`config.mk`:
```
export PLATFORM = sky130hd
export DESIGN_NAME = bidirectional_pjw_string_hash
export DESIGN_NICKNAME = d
export VERILOG_FILES = /design/src/hdl/bpjw_pkg.sv /design/src/hdl/bpjw_ram.sv /design/src/hdl/bidirectional_pjw_string_hash.sv
export SDC_FILE = /design/constraint.sdc
export NUM_CORES = 2
export LEC_CHECK = 0
export ABC_AREA = 1
export ABC_CLOCK_PERIOD_IN_PS = 9500
export BUFFER_PORTS_ARGS = -buffer_cell sky130_fd_sc_hd__buf_2
export CAP_MARGIN = 40
export CELL_PAD_IN_SITES_DETAIL_PLACEMENT = 0
export CELL_PAD_IN_SITES_GLOBAL_PLACEMENT = 1
export CORE_MARGIN = 1.5
export CORE_UTILIZATION = 45
export CTS_CLUSTER_SIZE = 25
export DETAILED_ROUTE_END_ITERATION = 10
export GPL_ROUTABILITY_DRIVEN = 0
export PLACE_DENSITY = 0.8
export SETUP_SLACK_MARGIN = 0.15
export SYNTH_ARGS = -nofsm -noshare
export SYNTH_HDL_FRONTEND = slang
export SYNTH_SLANG_ARGS = --single-unit
```
`constraint.sdc`:
```
create_clock -name aclk -period 9.5 [get_ports aclk]
set_input_delay 0.95 -clock aclk [delete_from_list [all_inputs] [get_ports aclk]]
set_output_delay 0.95 -clock aclk [all_outputs]
set_load 0.02 [all_outputs]
```
`src/hdl/bpjw_pkg.sv`:
```
// ============================================================================
// bpjw_pkg
// Shared constants and hash arithmetic for the bidirectional PJW string hash.
// ============================================================================
`default_nettype none

package bpjw_pkg;

    localparam int BASE_ROUNDS     = 42;
    localparam int MAX_WIDTH_SHIFT = 2;
    localparam int STORE_DEPTH     = BASE_ROUNDS << MAX_WIDTH_SHIFT;
    localparam int ADDR_W          = $clog2(STORE_DEPTH);
    localparam int SHIFT_W         = 2;
    localparam int BYTE_W          = 8;
    localparam int HASH_W          = 32;
    localparam int COUNT_W         = 32;

    localparam logic [HASH_W-1:0] HASH_MASK = 32'h7fff_ffff;

    typedef logic [ADDR_W-1:0]  addr_t;
    typedef logic [HASH_W-1:0]  hash_t;
    typedef logic [COUNT_W-1:0] count_t;
    typedef logic [SHIFT_W-1:0] shift_t;
    typedef logic [BYTE_W-1:0]  byte_t;

    function automatic hash_t sext8(input byte_t b);
        return {{(HASH_W-BYTE_W){b[BYTE_W-1]}}, b};
    endfunction

    // One PJW-style fold: h ^= (h << 4) + sext(b), keep 31 bits.
    function automatic hash_t fold(input hash_t h, input byte_t b);
        hash_t sum;
        sum = (h << 4) + sext8(b);
        return (h ^ sum) & HASH_MASK;
    endfunction

    function automatic shift_t clamp_shift(input shift_t s);
        return (s > shift_t'(MAX_WIDTH_SHIFT)) ? shift_t'(MAX_WIDTH_SHIFT) : s;
    endfunction

    // Round limit for a character width: (BASE_ROUNDS << shift) - 1.
    function automatic addr_t round_cap(input shift_t s);
        return addr_t'((BASE_ROUNDS << s) - 1);
    endfunction

    function automatic addr_t ring_inc(input addr_t p);
        return (p == addr_t'(STORE_DEPTH - 1)) ? '0 : addr_t'(p + 1'b1);
    endfunction

    function automatic addr_t ring_dec(input addr_t p);
        return (p == '0) ? addr_t'(STORE_DEPTH - 1) : addr_t'(p - 1'b1);
    endfunction

endpackage

`default_nettype wire

```
`src/hdl/bpjw_ram.sv`:
```
// ============================================================================
// bpjw_ram
// Generic simple dual-port RAM: one write port, one registered read port.
// ============================================================================
`default_nettype none

module bpjw_ram #(
    parameter int WIDTH = 8,
    parameter int DEPTH = 168
) (
    input  wire logic                     aclk,
    input  wire logic                     wr_en,
    input  wire logic [$clog2(DEPTH)-1:0] wr_addr,
    input  wire logic [WIDTH-1:0]         wr_data,
    input  wire logic                     rd_en,
    input  wire logic [$clog2(DEPTH)-1:0] rd_addr,
    output logic      [WIDTH-1:0]         rd_data
);

    logic [WIDTH-1:0] mem [DEPTH];

    always_ff @(posedge aclk) begin
        if (wr_en) begin
            mem[wr_addr] <= wr_data;
        end
        if (rd_en) begin
            rd_data <= mem[rd_addr];
        end
    end

endmodule

`default_nettype wire

```
`src/hdl/bidirectional_pjw_string_hash.sv`:
```
// ============================================================================
// bidirectional_pjw_string_hash
// Streaming PJW-style string hash that folds bytes from both ends of a string.
// ============================================================================
// Usage:
//   A string enters on the s_ channel one byte per transaction. s_tlast marks
//   its final byte. s_tuser carries the character width shift (sampled on the
//   first byte, clamped to 2) and an empty-string flag; an empty-string
//   transaction drops any string in progress and yields a hash of zero.
//   One hash per string leaves on the m_ channel.
//   Throughput: non-final bytes are taken one per cycle. After the final byte
//   the block reads one head byte and one tail byte per round from its two
//   byte RAMs and folds them one per cycle; R = min(n/2, (42 << shift) - 1)
//   rounds run (at most 167). The fold rate is set by the single hash adder
//   and the one read port of each RAM. A string with no round (empty or one
//   byte) skips the reads and goes straight to the output state.
//   Stalls: the result sits in an output register; bytes of the next string
//   keep flowing while it waits. A finished hash waits in the sequencer until
//   the output register frees, and no new byte is taken meanwhile.
//   Reset (aresetn low, synchronous) clears the length, ring write pointer
//   and output valid. The byte RAMs are not cleared: every entry a hash reads
//   was written earlier in the same string, so no clearing pass runs.
// ============================================================================
`default_nettype none

module bidirectional_pjw_string_hash
    import bpjw_pkg::*;
(
    input  wire logic        aclk,
    input  wire logic        aresetn,
    // input channel
    input  wire logic        s_tvalid,
    output logic             s_tready,
    input  wire logic [7:0]  s_tdata,   // [7:0] data_byte
    input  wire logic        s_tlast,   // last_byte
    input  wire logic [2:0]  s_tuser,   // [1:0] width_shift, [2] empty_string
    // result channel
    output logic             m_tvalid,
    input  wire logic        m_tready,
    output logic      [31:0] m_tdata    // [31:0] hash_value
);

    // Sequencer states
    localparam logic [2:0] S_LOAD   = 3'd0;  // take bytes, fill the RAMs
    localparam logic [2:0] S_READ   = 3'd1;  // first read of head/tail
    localparam logic [2:0] S_FOLD_H = 3'd2;  // fold head byte, issue next read
    localparam logic [2:0] S_FOLD_T = 3'd3;  // fold held tail byte
    localparam logic [2:0] S_OUT    = 3'd4;  // hand hash to output register

    logic [2:0] state_reg, state_next;
    count_t     count_reg, count_next;
    addr_t      ring_ptr_reg, ring_ptr_next;
    shift_t     shift_reg, shift_next;
    byte_t      first_reg, first_next;
    hash_t      acc_reg, acc_next;
    addr_t      rounds_reg, rounds_next;
    addr_t      head_ptr_reg, head_ptr_next;
    addr_t      tail_ptr_reg, tail_ptr_next;
    byte_t      tail_hold_reg, tail_hold_next;
    logic       m_valid_reg, m_valid_next;
    hash_t      m_data_reg, m_data_next;

    // Input fields
    byte_t  in_byte;
    logic   in_empty;
    shift_t in_shift;
    logic   s_fire;

    // Per-byte arithmetic
    count_t               count_inc;
    logic [COUNT_W-2:0]   half_len;
    shift_t               shift_eff;
    addr_t                cap;
    addr_t                rounds_calc;
    byte_t                seed_byte;

    // RAM ports
    logic  head_wr_en;
    logic  tail_wr_en;
    logic  rd_go;
    byte_t head_rd_data;
    byte_t tail_rd_data;

    assign in_byte  = s_tdata;
    assign in_shift = s_tuser[1:0];
    assign in_empty = s_tuser[2];

    assign s_tready = (state_reg == S_LOAD);
    assign s_fire   = s_tvalid && s_tready;
    assign m_tvalid = m_valid_reg;
    assign m_tdata  = m_data_reg;

    assign count_inc   = (count_reg == '1) ? count_reg : count_reg + 1'b1;
    assign half_len    = count_inc[COUNT_W-1:1];
    assign shift_eff   = (count_reg == '0) ? clamp_shift(in_shift) : shift_reg;
    assign cap         = round_cap(shift_eff);
    assign rounds_calc = (half_len > (COUNT_W-1)'(cap)) ? cap : half_len[ADDR_W-1:0];
    assign seed_byte   = (count_reg == '0) ? in_byte : first_reg;

    // Store writes: head keeps the first bytes only, tail wraps forever.
    assign head_wr_en = s_fire && !in_empty && (count_reg < count_t'(STORE_DEPTH));
    assign tail_wr_en = s_fire && !in_empty;

    // Read the next round's pair; in FOLD_H only if another round follows.
    assign rd_go = (state_reg == S_READ) ||
                   ((state_reg == S_FOLD_H) && (rounds_reg != addr_t'(1)));

    bpjw_ram #(
        .WIDTH (BYTE_W),
        .DEPTH (STORE_DEPTH)
    ) u_head_ram (
        .aclk    (aclk),
        .wr_en   (head_wr_en),
        .wr_addr (count_reg[ADDR_W-1:0]),
        .wr_data (in_byte),
        .rd_en   (rd_go),
        .rd_addr (head_ptr_reg),
        .rd_data (head_rd_data)
    );

    bpjw_ram #(
        .WIDTH (BYTE_W),
        .DEPTH (STORE_DEPTH)
    ) u_tail_ram (
        .aclk    (aclk),
        .wr_en   (tail_wr_en),
        .wr_addr (ring_ptr_reg),
        .wr_data (in_byte),
        .rd_en   (rd_go),
        .rd_addr (tail_ptr_reg),
        .rd_data (tail_rd_data)
    );

    always_comb begin
        state_next     = state_reg;
        count_next     = count_reg;
        ring_ptr_next  = ring_ptr_reg;
        shift_next     = shift_reg;
        first_next     = first_reg;
        acc_next       = acc_reg;
        rounds_next    = rounds_reg;
        head_ptr_next  = head_ptr_reg;
        tail_ptr_next  = tail_ptr_reg;
        tail_hold_next = tail_hold_reg;
        m_valid_next   = m_valid_reg;
        m_data_next    = m_data_reg;

        // Drain the output register on a completed result transaction.
        if (m_valid_reg && m_tready) begin
            m_valid_next = 1'b0;
        end

        // Advance read pointers: head forward from index 1, tail backward
        // from the entry holding the final byte.
        if (rd_go) begin
            head_ptr_next = addr_t'(head_ptr_reg + 1'b1);
            tail_ptr_next = ring_dec(tail_ptr_reg);
        end

        case (state_reg)
            S_LOAD: begin
                if (s_fire) begin
                    if (in_empty) begin
                        // drop any string in progress, emit zero
                        count_next    = '0;
                        ring_ptr_next = '0;
                        acc_next      = '0;
                        rounds_next   = '0;
                        state_next    = S_OUT;
                    end else begin
                        if (count_reg == '0) begin
                            shift_next = shift_eff;
                            first_next = in_byte;
                        end
                        if (s_tlast) begin
                            acc_next      = sext8(seed_byte) ^ count_inc;
                            rounds_next   = rounds_calc;
                            head_ptr_next = addr_t'(1);
                            tail_ptr_next = ring_ptr_reg;
                            count_next    = '0;
                            ring_ptr_next = '0;
                            state_next    = (rounds_calc == '0) ? S_OUT : S_READ;
                        end else begin
                            count_next    = count_inc;
                            ring_ptr_next = ring_inc(ring_ptr_reg);
                        end
                    end
                end
            end
            S_READ: begin
                state_next = S_FOLD_H;
            end
            S_FOLD_H: begin
                acc_next       = fold(acc_reg, head_rd_data);
                tail_hold_next = tail_rd_data;
                state_next     = S_FOLD_T;
            end
            S_FOLD_T: begin
                acc_next    = fold(acc_reg, tail_hold_reg);
                rounds_next = addr_t'(rounds_reg - 1'b1);
                state_next  = (rounds_reg == addr_t'(1)) ? S_OUT : S_FOLD_H;
            end
            S_OUT: begin
                if (!m_valid_reg || m_tready) begin
                    m_valid_next = 1'b1;
                    m_data_next  = acc_reg;
                    state_next   = S_LOAD;
                end
            end
            default: begin
                state_next = S_LOAD;
            end
        endcase
    end

    always_ff @(posedge aclk) begin
        if (!aresetn) begin
            state_reg    <= S_LOAD;
            count_reg    <= '0;
            ring_ptr_reg <= '0;
            shift_reg    <= '0;
            acc_reg      <= '0;
            rounds_reg   <= '0;
            m_valid_reg  <= 1'b0;
        end else begin
            state_reg    <= state_next;
            count_reg    <= count_next;
            ring_ptr_reg <= ring_ptr_next;
            shift_reg    <= shift_next;
            acc_reg      <= acc_next;
            rounds_reg   <= rounds_next;
            m_valid_reg  <= m_valid_next;
        end
    end

    always_ff @(posedge aclk) begin
        first_reg     <= first_next;
        head_ptr_reg  <= head_ptr_next;
        tail_ptr_reg  <= tail_ptr_next;
        tail_hold_reg <= tail_hold_next;
        m_data_reg    <= m_data_next;
    end

    // ------------------------------------------------------------------------
    // Assertions
    // ------------------------------------------------------------------------

    // An empty-string transaction goes straight to delivery with a zero hash.
    a_empty_zero: assert property (@(posedge aclk) disable iff (!aresetn)
        (s_fire && in_empty) |=> (state_reg == S_OUT) && (acc_reg == '0))
        else $error("empty string did not produce a zero hash");

    // A one-byte string runs no round: the hash is sext(byte) ^ 1.
    a_single_byte: assert property (@(posedge aclk) disable iff (!aresetn)
        (s_fire && !in_empty && s_tlast && (count_reg == '0))
        |=> (state_reg == S_OUT) && (acc_reg == (sext8($past(in_byte)) ^ hash_t'(1))))
        else $error("single-byte hash wrong");

    // The round count stays inside the store depth during hashing; the head
    // pointer may step one past the last entry once the final read is issued.
    a_rounds_bound: assert property (@(posedge aclk) disable iff (!aresetn)
        ((state_reg == S_READ) || (state_reg == S_FOLD_H) || (state_reg == S_FOLD_T))
        |-> (rounds_reg != '0) && (rounds_reg < addr_t'(STORE_DEPTH))
            && (head_ptr_reg <= addr_t'(STORE_DEPTH)))
        else $error("round counter or head pointer out of range");

    // A taken result with nothing ready to replace it clears the output.
    a_out_drain: assert property (@(posedge aclk) disable iff (!aresetn)
        (m_valid_reg && m_tready && (state_reg != S_OUT)) |=> !m_valid_reg)
        else $error("output register did not drain");

    // Every folded value keeps bit 31 clear.
    a_fold_mask: assert property (@(posedge aclk) disable iff (!aresetn)
        ($past(state_reg) == S_FOLD_T) && aresetn && $past(aresetn) |-> !acc_reg[31])
        else $error("hash accumulator bit 31 set after a fold");

endmodule

`default_nettype wire

```
# Word-level counts from Yosys, hierarchy flattened
# Memory sizes are Yosys's and may differ from the RTL's. A register that Yosys moved wholly into a read port is not among the register bits.
# Index checks and enable logic that the tools add are counted.
# op_classes
n_addsub,8
magnitude_cmp,3
eq_ne,11
shift,1
muxes,43
bitwise,4
n_reduce_logical,22
# op_table
op,n
$mux 32,6
$mux 8,19
$pmux 32 s3,1
$add 31x31->31,2
$xor 31x31->31,2
$add 32x1->32 const B,1
$eq 32x32->1 const B,1
$logic_not 32->1,1
$lt 32x8->1 const B,1
$xor 32x32->32,1
$gt 31x8->1,1
$mux 3,6
$add 8x1->8 const B,2
$logic_not 8->1,2
$pmux 8 s2,1
$sub 8x1->8 const B,2
$pmux 3 s5,1
$reduce_and 3->1,4
$eq 8x1->1 const B,1
$eq 8x8->1 const B,1
$ne 8x1->1 const B,1
$shl 6x2->8 const A,1
$sub 8x2->8 const B,1
$mux 1,7
other kinds (17),26
# totals
regBits,150
ramBits,2688
inputBits,16
out_inout_bits,34
elab_cells,106
memories,2
# memory_table
name,depth,word_bits,read_ports,rd_clocked_by_memory_dff,wr,line,text
u_head_ram.mem,168,8,1,1,1,bpjw_ram.sv:20,logic [WIDTH-1:0] mem [DEPTH];
u_tail_ram.mem,168,8,1,1,1,bpjw_ram.sv:20,

# Logic depth before layout (Yosys ltp)
# logic_depth
depth_word,13
ltp_mapped,33
ltp_nobuf,31

# By module
# From an unflattened synthesis, not the netlist that was laid out.
# hier_totals
cells_unflattened,10545
hier_area_um2,119784.9
# modules_own_cells
mod,instances,cells_each,area_per_inst_um2,seq_area_each_um2
bpjw_ram,2,4592,55071.6,40598.9
bidirectional_pjw_string_hash,1,1361,9641.7,3483.3

# Worst setup path before layout
# OpenSTA, ideal clock, no wires.
# synth_path
kind,reg2reg
startpoint,register state_reg[1]
endpoint,register acc_reg[28]
setup_time_ps,115
t_arrival_ps,3840
required_time_ps,9385
path_slack_ps,5544
stages_incl_launch_ff,23
n_path_buf,0
synth_period_minus_slack_ps,3956
cell_sequence,dfxtp_1 -> inv_1 -> nor3_1 -> inv_1 -> nand2_1 -> nand2_1 -> ha_1 -> a21oi_1 -> o21ai_0 -> a21oi_1 -> o21ai_0 -> nand2_1 -> nand2_1 -> a21oi_1 -> nor2_1 -> nor2_1 -> inv_1 -> a21oi_1 -> o21bai_1 -> nor2_1 -> nor2_1 -> o21ai_0 -> inv_1
# synth_via
elab_chain_cells,4
elab_cells_between_ends,9
cone_classes,4 x eq/ne; 1 x mux; 4 x reduce/logical
# synth_lines
item,line,text
from (decl),bidirectional_pjw_string_hash.sv:50,"logic [2:0] state_reg, state_next;"
from (signal assigned),bidirectional_pjw_string_hash.sv:226,state_reg <= state_next;
$logic_not 3->1,"bidirectional_pjw_string_hash.sv:88, bidirectional_pjw_string_hash.sv:160",
$logic_and 1x1->1,bidirectional_pjw_string_hash.sv:89,assign s_fire = s_tvalid && s_tready;
$ne 2x1->1 (no source line),-,
$reduce_and 3->1 (no source line),-,
to (signal assigned),bidirectional_pjw_string_hash.sv:230,acc_reg <= acc_next;
to (decl),bidirectional_pjw_string_hash.sv:55,"hash_t acc_reg, acc_next;"
# Parallel ways exist; a longest one is shown, timed or not.
# A chain may end at the register's enable or synchronous reset.

# Worst setup path in the final report
# layout_path
startpoint,register count_reg[29]
endpoint,register state_reg[2]
# layout_via
elab_chain_cells,12
elab_cells_between_ends,15
cone_classes,2 x add/sub; 1 x order compare; 1 x eq/ne; 1 x shift; 8 x mux; 2 x reduce/logical
# layout_lines
item,line,text
from (decl),bidirectional_pjw_string_hash.sv:51,"count_t count_reg, count_next;"
from (signal assigned),bidirectional_pjw_string_hash.sv:227,count_reg <= count_next;
$logic_not 32->1 (*),bidirectional_pjw_string_hash.sv:95,assign shift_eff = (count_reg == '0) ? clamp_shift(in_shift) : shift_reg;
$mux 2 (*),bidirectional_pjw_string_hash.sv:95,
via shift_eff[0],bidirectional_pjw_string_hash.sv:72,shift_t shift_eff;
$shl 6x2->8 (*),bpjw_pkg.sv:43,return addr_t'((BASE_ROUNDS << s) - 1);
$sub 8x2->8 (*),bpjw_pkg.sv:43,
$gt 31x8->1,bidirectional_pjw_string_hash.sv:97,assign rounds_calc = (half_len > (COUNT_W-1)'(cap)) ? cap : half_len[ADDR_W-1:0];
$mux 8 (*),bidirectional_pjw_string_hash.sv:97,
$logic_not 8->1 (*),bidirectional_pjw_string_hash.sv:182,state_next = (rounds_calc == '0) ? S_OUT : S_READ;
$mux 3 (*),bidirectional_pjw_string_hash.sv:182,
$mux 3 (*),bidirectional_pjw_string_hash.sv:175,if (s_tlast) begin
$mux 3 (*),bidirectional_pjw_string_hash.sv:163,if (in_empty) begin
$mux 3 (*),bidirectional_pjw_string_hash.sv:162,if (s_fire) begin
$pmux 3 s5 (*),bidirectional_pjw_string_hash.sv:160,case (state_reg)
# The timed path passes the listed nets; every way through them passes the cells marked *. The select of a mux whose other input is x is not followed.

==> results.toml <==
[detailed_routing]
viasPerCell = 6.03
wl_per_cell_um = 25.3
vias = 77120
routed_wl_um = 324000
drc_errors = 0
ant_nets = 0
drt_iter0_drc = 9812
first_pass_iters = 8

[synthesis]
netlist.area_leader.share_pct = 71.4
yosys_warnings = 0
synth_area_um2 = 116000
synth_area_leaders = "edfxtp_1 (71%), o21ai_0 (6.2%), nor2_1 (6.1%), nand2_1 (2.3%), o22ai_1 (2.3%)"
ys.flop_type = "edfxtp_1"
ys_ff_latch = 2854
ys_types = 62
postSynth.asyncResetShare_pct = 0
ys_seq_area_share_pct = 73.2
synth_top_cell_by_area = "edfxtp_1"
synth_edf_count = 2752
syn_inst = 9310
postSynthAreaPerCell_um2 = 12.4
synth_fp_nets = 9377

[cts]
cts-root-buf = "clkbuf_16"
clock_path_buffers = 4
numCtsBuffers = 298
htreeDepth = 5
cts_resized = 0
cts_sinks = 2854
cts_tree = "built"
post_cts_buffers = 0
clk_latency_ps = 970
cts_hold_buffers = 0
clk_pin_slew_worst_paths_ps = 60

[global_route]
grt.met1_usage_pct = 33.0
met2_usage_pct = 38.8
antenna_found_initial = 9
grt_pass1_wl_um = 476000
track_usage_pct = 24.3
grt.busiest_layer = "met2"
grt_max_degree = 234
gr-usage-met3_pct = 4.31
grt-ovfl-total = 0
grt_pass1_vias = 73701

[finish]
drive_gt1_share_pct = 7.51
mostFrequentLayoutCell = "edfxtp_1"
areaGrowthSynthToFinish_pct = 11.6
layout_common_cells = "edfxtp_1 (2752), nor2_1 (1862), o21ai_0 (1433), nand2_1 (700), o22ai_1 (417)"
fin_cells = 12790
top_regs = "u_head_ram.mem (1344), u_tail_ram.mem (1344)"
nets = 9273
final_core_util_pct = 50.7

[setup_path]
startpoint = "count_reg[29]"
slowest_stage = "nor3_1"
crit_type = "reg2reg"
crit_arrival_ps = 5960
cp_common_cell = "nand2_1"
worst-path-max-fanout = 11
cp-start-kind = "flop"
endpoint_kind = "flop"
cpPeakStageDelay_ps = 760
r2r_start = "count_reg[29]"
required_ps = 10340

[min_path]
hp-class = "in2reg"
min_from = "m_tready"

[timing]
finalHoldViolations = 0
slew_headroom_pct = 29.5
drv_slew = 0
setup_violations = 0
fin_tns_setup_ps = 0
finalCritPeriodShare_pct = 53.8
fin_crit_ps = 5110
finClkSkew_ps = 68.9
max_freq_ghz = 0.196
worst_pin_slew_ps = 1060
hold-worst-slack_ps = 350
rsz0062_at_grt = "no"

[placement]
port_buffers = 49
hpwlAfterDp_um = 194000
place_inst = 12267

[power]
p_per_area_nw_per_um2 = 237
p_leak_nw = 40.7
ir_worst_vdd_mv = 0.240

[floorplanning]
io_pins = 50
die_y_um = 510
die_w_um = 510
start_util_pct = 45.4
core-area_um2 = 255000
row_count = 185
dieArea_um2 = 260000

[run]
cap_violations = 0

[status]
status = "finished, final reports clean"
[cell families (layout without fill, tap and decap cells)]
kind of cell,after synthesis,after routing,synth area share (%)
XOR/XNOR,82,82,0.627
other,0,7,0
AO/OA/AOI/OAI,2493,2493,12.5
buffers and inverters,824,931,2.71
multiplexers,4,4,0.0346
adder cells (fa/ha/maj),51,51,0.558
flip-flops,2854,2854,73.2
AND/OR/NAND/NOR,3002,3002,10.4
[final cells by class]
class	count	area (µm²)
antenna	7	17.5
clock buffer	366	8010
clock inverter	145	1290
fill	21407	126000
inverter	204	800
multi-input combinational	5632	28000
sequential	2854	84700
tap	3366	4210
timing repair buffer	216	2110
[routing by layer]
metal	vias up	share of wire [%]
met5	-	0.0065
met4	4	4.3
met3	712	9.2
met2	4005	47
met1	38125	40
li1	34274	-
[cell usage after synthesis (2+ instances only)]
cell type / n
a211oi_1: 3
a21boi_0: 3
a21oi_1: 187
a221o_1: 2
a221oi_1: 7
a31oi_1: 41
a32o_1: 8
a32oi_1: 2
buf_1: 18
buf_2: 5
buf_6: 4
clkbuf_1: 592
clkinv_1: 6
dfxtp_1: 102
edfxtp_1: 2752
ha_1: 50
inv_1: 189
inv_2: 9
mux2i_1: 4
nand2_1: 704
nand2_2: 10
nand2_4: 2
nand3_1: 299
nand3b_1: 4
nand4_1: 67
nor2_1: 1868
nor2_2: 10
nor2_4: 5
nor3_1: 14
nor4_1: 8
o211ai_1: 100
o21ai_0: 1434
o21ai_1: 3
o221a_2: 2
o221ai_1: 266
o22ai_1: 417
o31ai_1: 4
or2_2: 6
xnor2_1: 28
xor2_1: 53
[critical path: cells and delay by family (launching register included)]
kind	cells	cell delay, ps
adders and majority gates	2	480
AOI/OAI and AO/OA	4	860
buffers and inverters	2	240
and+or+nand+nor	20	3100
DFF	1	360
[through the flow]
| step | cell area [µm²] | power (mW) | worst slack [ps] |
|---|---|---|---|
| CTS | 129000 | 30.6 | 4480 |
| floorplan | 116000 | 17.4 | 5540 |
| global route | 129000 | 31.6 | 3920 |
| global placement | 119000 | 19.3 | 4420 |
| detailed placement | 120000 | 19.5 | 4500 |
| finish | 129000 | 30.6 | 4390 |
[path summary, 6_finish.rpt]
kind / to / slack, ps / depth (start not counted)
setup reg to reg: state_reg[2] / 4390 / 28
hold / removal: m_tvalid / 350 / 4
hold reg to reg: tail_hold_reg[5] / 420 / 0
setup / recovery: state_reg[2] / 4390 / 28
[report_power, final]
group	switching, mW	internal [mW]	total, mW
combinational	3.95	1.37	5.32
sequential	0.135	13.9	14.0
clock	4.72	6.57	11.3
(Power assumes the default switching activity.)
